## config.mk

```make
export PLATFORM = sky130hd
export DESIGN_NAME = register_frame_slave_responder_top
export DESIGN_NICKNAME = d
export VERILOG_FILES = /design/src/hdl/rfsr_pkg.sv /design/src/hdl/rfsr_ram.sv /design/src/hdl/rfsr_ctrl.sv /design/src/hdl/rfsr_datapath.sv /design/src/hdl/register_frame_slave_responder_top.sv
export SDC_FILE = /design/constraint.sdc
export NUM_CORES = 1
export LEC_CHECK = 0
export BUFFER_PORTS_ARGS = -buffer_cell sky130_fd_sc_hd__clkbuf_2
export CAP_MARGIN = 25
export CORE_MARGIN = 4
export CORE_UTILIZATION = 35
export CTS_CLUSTER_SIZE = 24
export DETAILED_ROUTE_END_ITERATION = 7
export PLACE_DENSITY = 0.59
export SLEW_MARGIN = 20
export SYNTH_ARGS = -nofsm -noshare
export SYNTH_HDL_FRONTEND = slang
export SYNTH_SLANG_ARGS = --single-unit
```

## constraint.sdc

```tcl
create_clock -name clk -period 5.25 [get_ports clk]
set_input_delay 1.05 -clock clk [delete_from_list [all_inputs] [get_ports clk]]
set_output_delay 1.05 -clock clk [all_outputs]
set_load 0.05 [all_outputs]
```

## src/hdl/rfsr_pkg.sv

```systemverilog
// ---------------------------------------------------------------------------
// rfsr_pkg
// Shared types, constants and codes of the register frame slave responder.
// ---------------------------------------------------------------------------
`default_nettype none

package rfsr_pkg;

  // Frame store depth and derived widths
  localparam int FRAME_BYTES = 32;
  localparam int ADDR_W      = $clog2(FRAME_BYTES);
  localparam int COUNT_W     = $clog2(FRAME_BYTES + 1);

  // Bytes fetched from the frame store for decoding (header plus two data words)
  localparam int HDR_BYTES   = 11;
  localparam int HDR_IDX_W   = $clog2(HDR_BYTES + 1);

  // Configuration register indexes
  localparam int CFG_IDX_W = 2;
  localparam logic [CFG_IDX_W-1:0] CFG_SLAVE_ADDRESS = 2'd0;
  localparam logic [CFG_IDX_W-1:0] CFG_READ_CODE     = 2'd1;
  localparam logic [CFG_IDX_W-1:0] CFG_WRITE_CODE    = 2'd2;

  // Reset values of the configuration registers
  localparam logic [7:0] SLAVE_ADDRESS_RST = 8'd1;
  localparam logic [6:0] READ_CODE_RST     = 7'd3;
  localparam logic [6:0] WRITE_CODE_RST    = 7'd16;

  // Exception codes
  localparam logic [7:0] ERR_FUNC  = 8'd1;
  localparam logic [7:0] ERR_ADDR  = 8'd2;
  localparam logic [7:0] ERR_VALUE = 8'd3;

  // Response constants
  localparam logic [7:0]  ERR_FLAG    = 8'h80;
  localparam logic [15:0] CRC_FILLER  = 16'h1234;

  // Request item
  typedef struct packed {
    logic [7:0]  rx_byte;
    logic        frame_end;
    logic        low_pressure;
    logic [30:0] keys;
    logic [7:0]  level_value;
    logic        system_on;
    logic        cut_wire;
    logic        low_water;
  } req_t;

  // Response item
  typedef struct packed {
    logic [7:0]  tx_byte;
    logic        tx_last;
    logic [15:0] hold_word0;
    logic [15:0] hold_word1;
  } rsp_t;

  // Kind of response decided for a frame
  typedef enum logic [1:0] {
    RESP_NONE,
    RESP_ERR,
    RESP_READ,
    RESP_WRITE
  } resp_kind_t;

  // Controller states
  typedef enum logic [1:0] {
    ST_IDLE,
    ST_FETCH,
    ST_EVAL,
    ST_SEND
  } state_t;

  // Controller to datapath commands
  typedef struct packed {
    logic store;        // request byte transfer this cycle
    logic begin_frame;  // that byte closes the frame
    logic fetch;        // step the frame store read sweep
    logic eval;         // decode the fetched frame
    logic advance;      // response byte transfer this cycle
  } cmd_t;

  // Datapath to controller status
  typedef struct packed {
    logic frame_end;    // frame end flag of the offered request byte
    logic fetch_done;   // last header byte is captured this cycle
    logic has_reply;    // decoded frame gives a response
    logic last;         // current response byte is the final one
  } status_t;

endpackage

`default_nettype wire

```

## src/hdl/rfsr_ram.sv

```systemverilog
// ---------------------------------------------------------------------------
// rfsr_ram
// Generic single write port, single read port RAM with registered read data.
// ---------------------------------------------------------------------------
`default_nettype none

module rfsr_ram #(
  parameter int WIDTH = 8,
  parameter int DEPTH = 32
) (
  input  wire logic                     clk,
  input  wire logic                     we,
  input  wire logic [$clog2(DEPTH)-1:0] waddr,
  input  wire logic [WIDTH-1:0]         wdata,
  input  wire logic [$clog2(DEPTH)-1:0] raddr,
  output logic      [WIDTH-1:0]         rdata
);

  logic [WIDTH-1:0] mem [DEPTH];

  always_ff @(posedge clk) begin
    if (we) begin
      mem[waddr] <= wdata;
    end
    rdata <= mem[raddr];
  end

endmodule

`default_nettype wire

```

## src/hdl/rfsr_ctrl.sv

```systemverilog
// ---------------------------------------------------------------------------
// rfsr_ctrl
// Frame sequencer: collects bytes, sweeps the frame store, decodes, sends.
// ---------------------------------------------------------------------------
`default_nettype none

module rfsr_ctrl (
  input  wire logic              clk,
  input  wire logic              rst,
  input  wire logic              in_valid,
  output logic                   in_ready,
  output logic                   out_valid,
  input  wire logic              out_ready,
  input  wire rfsr_pkg::status_t status,
  output rfsr_pkg::cmd_t         cmd
);

  rfsr_pkg::state_t state, state_next;

  // State register
  always_ff @(posedge clk) begin
    if (rst) begin
      state <= rfsr_pkg::ST_IDLE;
    end else begin
      state <= state_next;
    end
  end

  // Next state
  always_comb begin
    state_next = state;
    unique case (state)
      rfsr_pkg::ST_IDLE: begin
        if (in_valid && status.frame_end) begin
          state_next = rfsr_pkg::ST_FETCH;
        end
      end
      rfsr_pkg::ST_FETCH: begin
        if (status.fetch_done) begin
          state_next = rfsr_pkg::ST_EVAL;
        end
      end
      rfsr_pkg::ST_EVAL: begin
        state_next = status.has_reply ? rfsr_pkg::ST_SEND : rfsr_pkg::ST_IDLE;
      end
      rfsr_pkg::ST_SEND: begin
        if (out_ready && status.last) begin
          state_next = rfsr_pkg::ST_IDLE;
        end
      end
      default: state_next = rfsr_pkg::ST_IDLE;
    endcase
  end

  // Outputs and commands
  always_comb begin
    in_ready        = 1'b0;
    out_valid       = 1'b0;
    cmd             = '0;
    unique case (state)
      rfsr_pkg::ST_IDLE: begin
        in_ready        = 1'b1;
        cmd.store       = in_valid;
        cmd.begin_frame = in_valid && status.frame_end;
      end
      rfsr_pkg::ST_FETCH: begin
        cmd.fetch = 1'b1;
      end
      rfsr_pkg::ST_EVAL: begin
        cmd.eval = 1'b1;
      end
      rfsr_pkg::ST_SEND: begin
        out_valid   = 1'b1;
        cmd.advance = out_ready;
      end
      default: ;
    endcase
  end

endmodule

`default_nettype wire

```

## src/hdl/rfsr_datapath.sv

```systemverilog
// ---------------------------------------------------------------------------
// rfsr_datapath
// Frame store, header capture, request checks, holding words and response
// byte generation.
// ---------------------------------------------------------------------------
`default_nettype none

module rfsr_datapath (
  input  wire logic                                clk,
  input  wire logic                                rst,
  input  wire rfsr_pkg::req_t                      in_data,
  output rfsr_pkg::rsp_t                           out_data,
  input  wire logic                                cfg_we,
  input  wire logic [rfsr_pkg::CFG_IDX_W-1:0]      cfg_index,
  input  wire logic [7:0]                          cfg_data,
  input  wire rfsr_pkg::cmd_t                      cmd,
  output rfsr_pkg::status_t                        status
);

  // Configuration
  logic [7:0] slave_address;
  logic [6:0] read_code;
  logic [6:0] write_code;

  always_ff @(posedge clk) begin
    if (rst) begin
      slave_address <= rfsr_pkg::SLAVE_ADDRESS_RST;
      read_code     <= rfsr_pkg::READ_CODE_RST;
      write_code    <= rfsr_pkg::WRITE_CODE_RST;
    end else if (cfg_we) begin
      unique case (cfg_index)
        rfsr_pkg::CFG_SLAVE_ADDRESS: slave_address <= cfg_data;
        rfsr_pkg::CFG_READ_CODE:     read_code     <= cfg_data[6:0];
        rfsr_pkg::CFG_WRITE_CODE:    write_code    <= cfg_data[6:0];
        default: ;
      endcase
    end
  end

  // Frame fill count; bytes past the store depth are dropped
  logic [rfsr_pkg::COUNT_W-1:0] count;
  logic [rfsr_pkg::COUNT_W-1:0] count_next;
  logic [rfsr_pkg::COUNT_W-1:0] n_q;
  logic                         room;

  assign room       = count < rfsr_pkg::COUNT_W'(rfsr_pkg::FRAME_BYTES);
  assign count_next = room ? count + 1'b1 : count;

  always_ff @(posedge clk) begin
    if (rst) begin
      count <= '0;
    end else if (cmd.store) begin
      count <= cmd.begin_frame ? '0 : count_next;
    end
  end

  // Frame length and status inputs are latched with the frame end byte
  logic [15:0] words [3];

  always_ff @(posedge clk) begin
    if (cmd.begin_frame) begin
      n_q      <= count_next;
      words[0] <= {in_data.keys[14:0], in_data.low_pressure};
      words[1] <= in_data.keys[30:15];
      words[2] <= {4'b0000, in_data.low_water, in_data.cut_wire, 1'b1,
                   in_data.system_on, in_data.level_value};
    end
  end

  // Frame store
  logic [rfsr_pkg::HDR_IDX_W-1:0] fidx;
  logic [7:0]                     ram_rdata;

  rfsr_ram #(
    .WIDTH (8),
    .DEPTH (rfsr_pkg::FRAME_BYTES)
  ) u_store (
    .clk   (clk),
    .we    (cmd.store && room),
    .waddr (count[rfsr_pkg::ADDR_W-1:0]),
    .wdata (in_data.rx_byte),
    .raddr (rfsr_pkg::ADDR_W'(fidx)),
    .rdata (ram_rdata)
  );

  // Read sweep over the header bytes; the registered read data arrives in the cycle after its address
  logic [7:0] hdr [rfsr_pkg::HDR_BYTES];

  always_ff @(posedge clk) begin
    if (rst) begin
      fidx <= '0;
    end else if (cmd.begin_frame) begin
      fidx <= '0;
    end else if (cmd.fetch) begin
      fidx <= fidx + 1'b1;
    end
  end

  always_ff @(posedge clk) begin
    if (cmd.fetch && fidx != '0) begin
      hdr[fidx - 1'b1] <= ram_rdata;
    end
  end

  assign status.fetch_done =
    cmd.fetch && (fidx == rfsr_pkg::HDR_IDX_W'(rfsr_pkg::HDR_BYTES));

  // Request checks
  logic [15:0] start_w;
  logic [15:0] cnt_w;
  logic [16:0] span;
  logic [9:0]  need;
  logic        is_write;
  logic        is_read;
  logic        frame_ok;
  rfsr_pkg::resp_kind_t kind_d;
  logic [7:0]  err_d;
  logic        wr_ok;

  assign start_w  = {hdr[2], hdr[3]};
  assign cnt_w    = {hdr[4], hdr[5]};
  assign span     = {1'b0, start_w} + {1'b0, cnt_w};
  assign need     = {2'b00, hdr[6]} + 10'd9;
  assign is_write = hdr[1] == {1'b0, write_code};
  assign is_read  = hdr[1] == {1'b0, read_code};
  assign frame_ok = (n_q >= rfsr_pkg::COUNT_W'(6)) && (hdr[0] == slave_address);

  always_comb begin
    kind_d = rfsr_pkg::RESP_NONE;
    err_d  = rfsr_pkg::ERR_FUNC;
    wr_ok  = 1'b0;
    priority if (!frame_ok) begin
      kind_d = rfsr_pkg::RESP_NONE;
    end else if (is_write) begin
      priority if (n_q < rfsr_pkg::COUNT_W'(7)) begin
        kind_d = rfsr_pkg::RESP_NONE;
      end else if (start_w > 16'd1 || span > 17'd2) begin
        kind_d = rfsr_pkg::RESP_ERR;
        err_d  = rfsr_pkg::ERR_ADDR;
      end else if (cnt_w == 16'd0 || {9'b0, hdr[6]} != {cnt_w, 1'b0}
                   || need > 10'(n_q)) begin
        kind_d = rfsr_pkg::RESP_ERR;
        err_d  = rfsr_pkg::ERR_VALUE;
      end else begin
        kind_d = rfsr_pkg::RESP_WRITE;
        wr_ok  = 1'b1;
      end
    end else if (is_read) begin
      priority if (start_w > 16'd2 || span > 17'd3) begin
        kind_d = rfsr_pkg::RESP_ERR;
        err_d  = rfsr_pkg::ERR_ADDR;
      end else if (cnt_w == 16'd0) begin
        kind_d = rfsr_pkg::RESP_ERR;
        err_d  = rfsr_pkg::ERR_VALUE;
      end else begin
        kind_d = rfsr_pkg::RESP_READ;
      end
    end else begin
      kind_d = rfsr_pkg::RESP_ERR;
      err_d  = rfsr_pkg::ERR_FUNC;
    end
  end

  assign status.has_reply = kind_d != rfsr_pkg::RESP_NONE;

  // Decoded response held for the send phase
  rfsr_pkg::resp_kind_t kind;
  logic [7:0] err_q;
  logic [1:0] start_q;
  logic [1:0] cnt_q;

  always_ff @(posedge clk) begin
    if (rst) begin
      kind <= rfsr_pkg::RESP_NONE;
    end else if (cmd.eval) begin
      kind <= kind_d;
    end
  end

  always_ff @(posedge clk) begin
    if (cmd.eval) begin
      err_q   <= err_d;
      start_q <= start_w[1:0];
      cnt_q   <= cnt_w[1:0];
    end
  end

  // Holding words: one or two big-endian words after the byte count
  logic [15:0] hold0;
  logic [15:0] hold1;

  always_ff @(posedge clk) begin
    if (rst) begin
      hold0 <= '0;
      hold1 <= '0;
    end else if (cmd.eval && wr_ok) begin
      if (start_w[0]) begin
        hold1 <= {hdr[7], hdr[8]};
      end else begin
        hold0 <= {hdr[7], hdr[8]};
        if (cnt_w[1]) begin
          hold1 <= {hdr[9], hdr[10]};
        end
      end
    end
  end

  // Response byte index
  logic [3:0] k;

  always_ff @(posedge clk) begin
    if (rst) begin
      k <= '0;
    end else if (cmd.eval) begin
      k <= '0;
    end else if (cmd.advance) begin
      k <= k + 1'b1;
    end
  end

  // Response byte selection
  logic [3:0]  len;
  logic [3:0]  j;
  logic [3:0]  wbytes;
  logic [1:0]  widx;
  logic [15:0] wsel;
  logic [7:0]  byte_d;

  assign j      = k - 4'd3;
  assign wbytes = {1'b0, cnt_q, 1'b0};
  assign widx   = start_q + j[2:1];

  always_comb begin
    case (widx)
      2'd0:    wsel = words[0];
      2'd1:    wsel = words[1];
      default: wsel = words[2];
    endcase
  end

  always_comb begin
    len    = 4'd3;
    byte_d = slave_address;
    unique case (kind)
      rfsr_pkg::RESP_WRITE: begin
        len = 4'd8;
        unique case (k)
          4'd0:    byte_d = slave_address;
          4'd1:    byte_d = {1'b0, write_code};
          4'd2:    byte_d = hdr[2];
          4'd3:    byte_d = hdr[3];
          4'd4:    byte_d = hdr[4];
          4'd5:    byte_d = hdr[5];
          4'd6:    byte_d = rfsr_pkg::CRC_FILLER[15:8];
          default: byte_d = rfsr_pkg::CRC_FILLER[7:0];
        endcase
      end
      rfsr_pkg::RESP_READ: begin
        len = wbytes + 4'd5;
        priority if (k == 4'd0) begin
          byte_d = slave_address;
        end else if (k == 4'd1) begin
          byte_d = {1'b0, read_code};
        end else if (k == 4'd2) begin
          byte_d = {4'b0000, wbytes};
        end else if (j < wbytes) begin
          byte_d = j[0] ? wsel[15:8] : wsel[7:0];
        end else if (j == wbytes) begin
          byte_d = rfsr_pkg::CRC_FILLER[15:8];
        end else begin
          byte_d = rfsr_pkg::CRC_FILLER[7:0];
        end
      end
      default: begin
        // exception reply: address, code with error flag, exception code
        len = 4'd3;
        unique case (k)
          4'd0:    byte_d = slave_address;
          4'd1:    byte_d = hdr[1] | rfsr_pkg::ERR_FLAG;
          default: byte_d = err_q;
        endcase
      end
    endcase
  end

  assign status.last      = k == (len - 4'd1);
  assign status.frame_end = in_data.frame_end;

  assign out_data.tx_byte    = byte_d;
  assign out_data.tx_last    = status.last;
  assign out_data.hold_word0 = hold0;
  assign out_data.hold_word1 = hold1;

endmodule

`default_nettype wire

```

## src/hdl/register_frame_slave_responder_top.sv

```systemverilog
// ---------------------------------------------------------------------------
// register_frame_slave_responder_top
// Slave responder for register read / write request frames.
// ---------------------------------------------------------------------------
// Request bytes are taken one per cycle into a frame store until a byte
// marked frame_end. That byte starts decoding: eleven header and data bytes
// are swept out of the frame store through its single registered read port,
// an evaluation state decides the reply, then each response byte (3 to 11
// of them) is offered until taken. No request byte is accepted while a frame
// end is being handled; other bytes are taken as they come. The frame store
// needs no clearing pass after reset. Configuration is to be written only
// between frames; a write takes effect at once.
`default_nettype none

module register_frame_slave_responder_top (
  input  wire logic                           clk,
  input  wire logic                           rst,
  input  wire logic                           in_valid,
  output logic                                in_ready,
  input  wire rfsr_pkg::req_t                 in_data,
  output logic                                out_valid,
  input  wire logic                           out_ready,
  output rfsr_pkg::rsp_t                      out_data,
  input  wire logic                           cfg_we,
  input  wire logic [rfsr_pkg::CFG_IDX_W-1:0] cfg_index,
  input  wire logic [7:0]                     cfg_data
);

  rfsr_pkg::cmd_t    cmd;
  rfsr_pkg::status_t status;

  // Sequencer
  rfsr_ctrl u_ctrl (
    .clk       (clk),
    .rst       (rst),
    .in_valid  (in_valid),
    .in_ready  (in_ready),
    .out_valid (out_valid),
    .out_ready (out_ready),
    .status    (status),
    .cmd       (cmd)
  );

  // Datapath
  rfsr_datapath u_dp (
    .clk       (clk),
    .rst       (rst),
    .in_data   (in_data),
    .out_data  (out_data),
    .cfg_we    (cfg_we),
    .cfg_index (cfg_index),
    .cfg_data  (cfg_data),
    .cmd       (cmd),
    .status    (status)
  );

endmodule

`default_nettype wire

```

# Word level (Yosys, flattened, before mapping)
# Memories as Yosys holds them, arrays and structs flattened. A register that Yosys moved wholly into a read port is not among the register bits.
# Cells that the tools add are included.
# Widths: inputs -> output; s select.
[word_totals]
ram_bits = 392
n_memories = 3
out_inout_bits = 43
input_bits = 67
register_bits = 90
[op_classes]
bitwise_logic = 1
n_addsub = 10
n_mux = 52
order_cmp = 9
n_eq_ne = 24
reduce_logical = 27
[memory_table]
columns = ["memory", "depth", "width", "read_ports", "rd_ports_with_merged_regs", "write_ports", "line", "text"]
rows = [
  ["u_dp.u_store.mem", 32, 8, 1, 1, 1, "rfsr_ram.sv:19", "logic [WIDTH-1:0] mem [DEPTH];"],
  ["u_dp.hdr", 11, 8, 11, 0, 1, "rfsr_datapath.sv:87", "logic [7:0] hdr [rfsr_pkg::HDR_BYTES];"],
  ["u_dp.words", 3, 16, 3, 0, 3, "rfsr_datapath.sv:58", "logic [15:0] words [3];"],
]
[op_table]
columns = ["op", "count"]
rows = [
  ["$mux 8", 10],
  ["$pmux 8 s7", 1],
  ["$gt 17x2->1 const B", 2],
  ["$mux 16", 2],
  ["$pmux 16 s2", 1],
  ["$pmux 8 s2", 2],
  ["$mux 2", 15],
  ["$mux 6", 3],
  ["$add 16x16->17", 1],
  ["$ne 8x17->1", 1],
  ["$eq 8x7->1", 2],
  ["$gt 16x1->1 const B", 1],
  ["$gt 16x2->1 const B", 1],
  ["$logic_not 16->1", 1],
  ["$mux 1", 16],
  ["$eq 4x3->1 const B", 3],
  ["$eq 2x2->1 const B", 5],
  ["$gt 10x6->1", 1],
  ["$reduce_and 2->1", 5],
  ["$add 8x4->9 const B", 1],
  ["$add 4x1->4 const B", 2],
  ["$eq 4x2->1 const B", 2],
  ["$eq 8x8->1", 1],
  ["$pmux 2 s4", 1],
  ["other kinds (26)", 43],
]

# Logic depth before layout (Yosys ltp)
# An unclocked memory read counts as a cell.
[logic_depth]
word_depth = 12
mapped_depth = 13
mapped_depth_nobuf = 11

# Modules after synthesis
# Synthesis repeated with hierarchy kept, for this count alone.
[unflattened]
cells_unflattened = 1364
area_unflattened_um2 = 20707.4
[modules_own_cells]
columns = ["mod", "instances", "seq_area_each_um2", "cells_per_inst", "area_per_inst_um2"]
rows = [
  ["rfsr_datapath", 1, 5695.5, 925, 10485.1],
  ["rfsr_ram", 1, 7847.5, 417, 10053.4],
  ["rfsr_ctrl", 1, 40.0, 22, 168.9],
]

# Worst setup path after synthesis
# Ideal clock, no wire load.
[synth_timing]
kind = "flip-flop to output port"
from = "register u_dp.k[0]"
to = "output port out_data[37] (netlist name)"
arrival_ns = 4.092
path_buffers = 3
path_stages_with_launch = 14
required_ns = 4.200
slack_ns = 0.108
cell_sequence = "dfxtp_1 > buf_1 > inv_1 > ha_1 > ha_1 > clkbuf_1 > clkbuf_1 > mux2i_1 > nand2_1 > o211ai_1 > a211oi_1 > a211o_1 > o21ai_0 > a221oi_1"
[synth_lines]
columns = ["element", "line", "text"]
rows = [
  ["from (decl)", "rfsr_datapath.sv:209", "logic [3:0] k;"],
  ["from (signal assigned)", "rfsr_datapath.sv:217", "k <= k + 1'b1;"],
  ["to (decl)", "register_frame_slave_responder_top.sv:23", "output rfsr_pkg::rsp_t out_data,"],
]

==> summary.md <==
| Metric | Value |
|---|---|
| Largest net degree at the start of global routing | `85` |
| Via Count | `between 10,000 and 15,000` |
| Routed length on met3 | `around 2000 µm` |
| #FFs+latches synth | `351` |
| Post-CTS setup buffers | `0` |
| Fin nets | `approximately 1,400` |
| Final Skew | `28.4 ps` |
| Clock Sinks | `351` |
| Met2 WL post-DR | `approximately 20,000 µm` |
| Worst rel slew slack | `0.378` |
| Global route total overflow | `0` |
| Endpoints failing setup | `0` |
| Hold path cells | `2` |
| Tmin final | `4910 ps` |
| P&R area growth vs syn | `15.2%` |
| Final WL | `40,200 µm` |
| Syn Inst Count | `1,225` |
| Initial cell density of the core | `0.358` |
| Post-DP HPWL | `28,300 µm` |
| Initial antenna violation count | `0` |
| Least-Margin Pin Slew | `934 ps` |
| Root Driver | `clkbuf_16` |
| Die width | `between 200 and 250 µm` |
| Antenna-violating nets left | `0` |
| Cell variety after synth | `between 70 and 80` |
| FF-to-FF path depth | `11` |
| Drt drc | `0` |
| Hold Buf Count CTS | `0` |
| CTS HTree Levels | `2` |
| Final WS setup | `344 ps` |
| Final Max Slew Viols | `0` |
| Cell area after synthesis | `16,000 µm²` |
| Register area share after synthesis | `0.610` |
| VDD IR max | `0.316 mV` |
| Fillers | `4,085` |
| CTS max path bufs | `3` |
| TritonCTS buffer count | `38` |
| Routability cong. | `~0.90` |
| Asr flop ratio synth | `0` |
| WL/cell | `approximately 21 µm` |
| Pre-CTS WS | `approximately 770 ps` |
| Final instance area | `~18,000 µm²` |
| DR top layer | `met4` |
| Most frequent cells in the layout | `271 x edfxtp_1, 107 x clkbuf_2, 104 x nor2_1` |
| Number of flops mapped to enable cells by yosys | `271` |
| Share of cells above drive strength 1 | `0.186` |
| Die Y | `222 µm` |
| Nature of the critical path endpoint | `output port` |
| Status | `finished clean` |
| N_diodes | `0` |
| Setup CP Type | `flip-flop to output port` |
| Critical path peak fanout | `23` |
| Post_cts resized | `0` |
| Net count after synthesis | `1,332` |
| Metal-1 WL | `16,800 µm` |
| Boundary pin count | `110` |
| RSZ-0062 raised after global routing | `false` |
| # rows | `77` |
| Worst min path class | `flip-flop to flip-flop` |
| Pwr Density | `324 nW/µm²` |
| First drt pass iteration count | `5` |
| Yosys warns | `0` |
| Crit path required time | `4200 ps` |
| Vias in the first global route | `approximately 10,000` |
| Via density | `~5.3` |
| Most common cell after layout, fill and taps aside | `edfxtp_1` |
| Initial DRC Count | `between 700 and 800` |
| Tcrit/Tclk final | `0.934` |
| Final Hold Fails | `0` |
| Critical path launch point type | `flip-flop` |
| Avg Cell Area, Syn | `13.0 µm²` |
| Worst-Skew Late Latency | `roughly 560 ps` |
| FMAX | `0.204 GHz` |
| Area after DPL | `17,100 µm²` |
| Port Buf Inserts | `109` |
| Core area | `~45,000 µm²` |
| Gr usage total | `0.160` |
| Leakage power | `around 6.4 nW` |
| Worst EP arrival | `a little under 4000 ps` |
| Global-route wire length before repair | `61,700 µm` |
| Clk slew on worst S/H paths | `70 ps` |
| Number of max-cap violations | `0` |
| TNS Setup | `0 ps` |
| Main synth FF type | `edfxtp_1` |
| TritonCTS clock tree | `yes` |
| DIE AREA | `49,100 µm²` |
## metrics by stage
step / hold slack [ps] / utilization / power (mW) / cells
after floorplan: 479 / - / 3.25 / 1225
after CTS: 484 / 0.412 / 6.04 / 1944
final: 484 / 0.412 / 5.96 / 1944
after global routing: 502 / 0.412 / 6.18 / 1944
after detailed placement: 477 / 0.384 / 3.37 / 1875
after global placement: 475 / 0.384 / 3.36 / 1874
## final timing paths
kind | startpoint | endpoint | slack (ps)
worst min register to register | u_dp.hold0[12] | u_dp.hold0[12] | 480
worst max-delay path | u_dp.k[0] | out_data[33] | 340
worst max register to register | u_dp.hdr[5][0] | u_dp.kind[1] | 1200
worst min-delay path | u_dp.hold0[12] | u_dp.hold0[12] | 480
## worst max-delay path: stages (launching register included)
cell,delay (ps)
dfxtp_1,310
buf_4,220
ha_1,290
xnor2_1,370
ha_1,320
a211o_1,340
nor3_1,410
a221o_1,230
o21ai_0,70
a221oi_1,370
clkbuf_2,360
## layer usage
metal,vias to the layer above,global-route usage
li1,4874,-
met1,5113,0.200
met2,281,0.279
met3,74,0.0336
met4,0,0.0476
met5,-,0
## sequential cells by signal (all words and copies together), names as in the netlist, 7 cells and up
| name | cells |
|---|---|
| u_dp.hold1 | 16 |
| u_dp.u_store.rdata | 8 |
| u_dp.hold0 | 16 |
| u_dp.words | 43 |
| u_dp.write_code | 7 |
| u_dp.u_store.mem | 128 |
| u_dp.hdr | 88 |
| u_dp.slave_address | 8 |
| u_dp.read_code | 7 |
## kinds of logic after synthesis
kind of cell | count (synthesis) | synth area share
AOI/OAI and AO/OA | 228 | 0.0925
xor gates and xnor gates | 48 | 0.0263
adders and majority gates | 40 | 0.0318
buffers and inverters | 90 | 0.0216
DFF | 351 | 0.610
muxes | 113 | 0.105
and+or+nand+nor | 355 | 0.113
## where the power goes
part / switching, mW / internal, mW / total (mW) / leakage [nW]
logic: 0.119 / 0.0874 / 0.207 / 2.71
clock network: 1.09 / 1.56 / 2.65 / 0.605
registers: 0.0567 / 3.04 / 3.10 / 3.11
## cell usage after synthesis (all sizes together) (11+ instances only)
library cell	instances	area [µm²]
nand3	37	185
nor2	104	390
mux2i	51	510
inv	27	101
buf	12	51.3
nor2b	31	194
nand2	68	255
o21ai	49	245
clkbuf	51	191
and3	11	73.8
ha	39	488
nor3	20	100
xor2	18	158
a221oi	11	96.3
edfxtp	271	8140
mux2	21	236
a21oi	76	384
nor4	16	115
xnor2	30	263
mux4	41	923
and2	16	100
dfxtp	80	1600
## final cells by class
cell class              count  area [µm²]  area share
inverters                  27         101     0.00552
multi-input cells         784        5890       0.320
repair buffers            121         678      0.0369
flip-flops and latches    351        9740       0.530
clock buffers              53        1050      0.0571
well taps                 592         741      0.0403
clock inverters            16         179     0.00974
No activity file was read; power rests on OpenSTA's default activity.
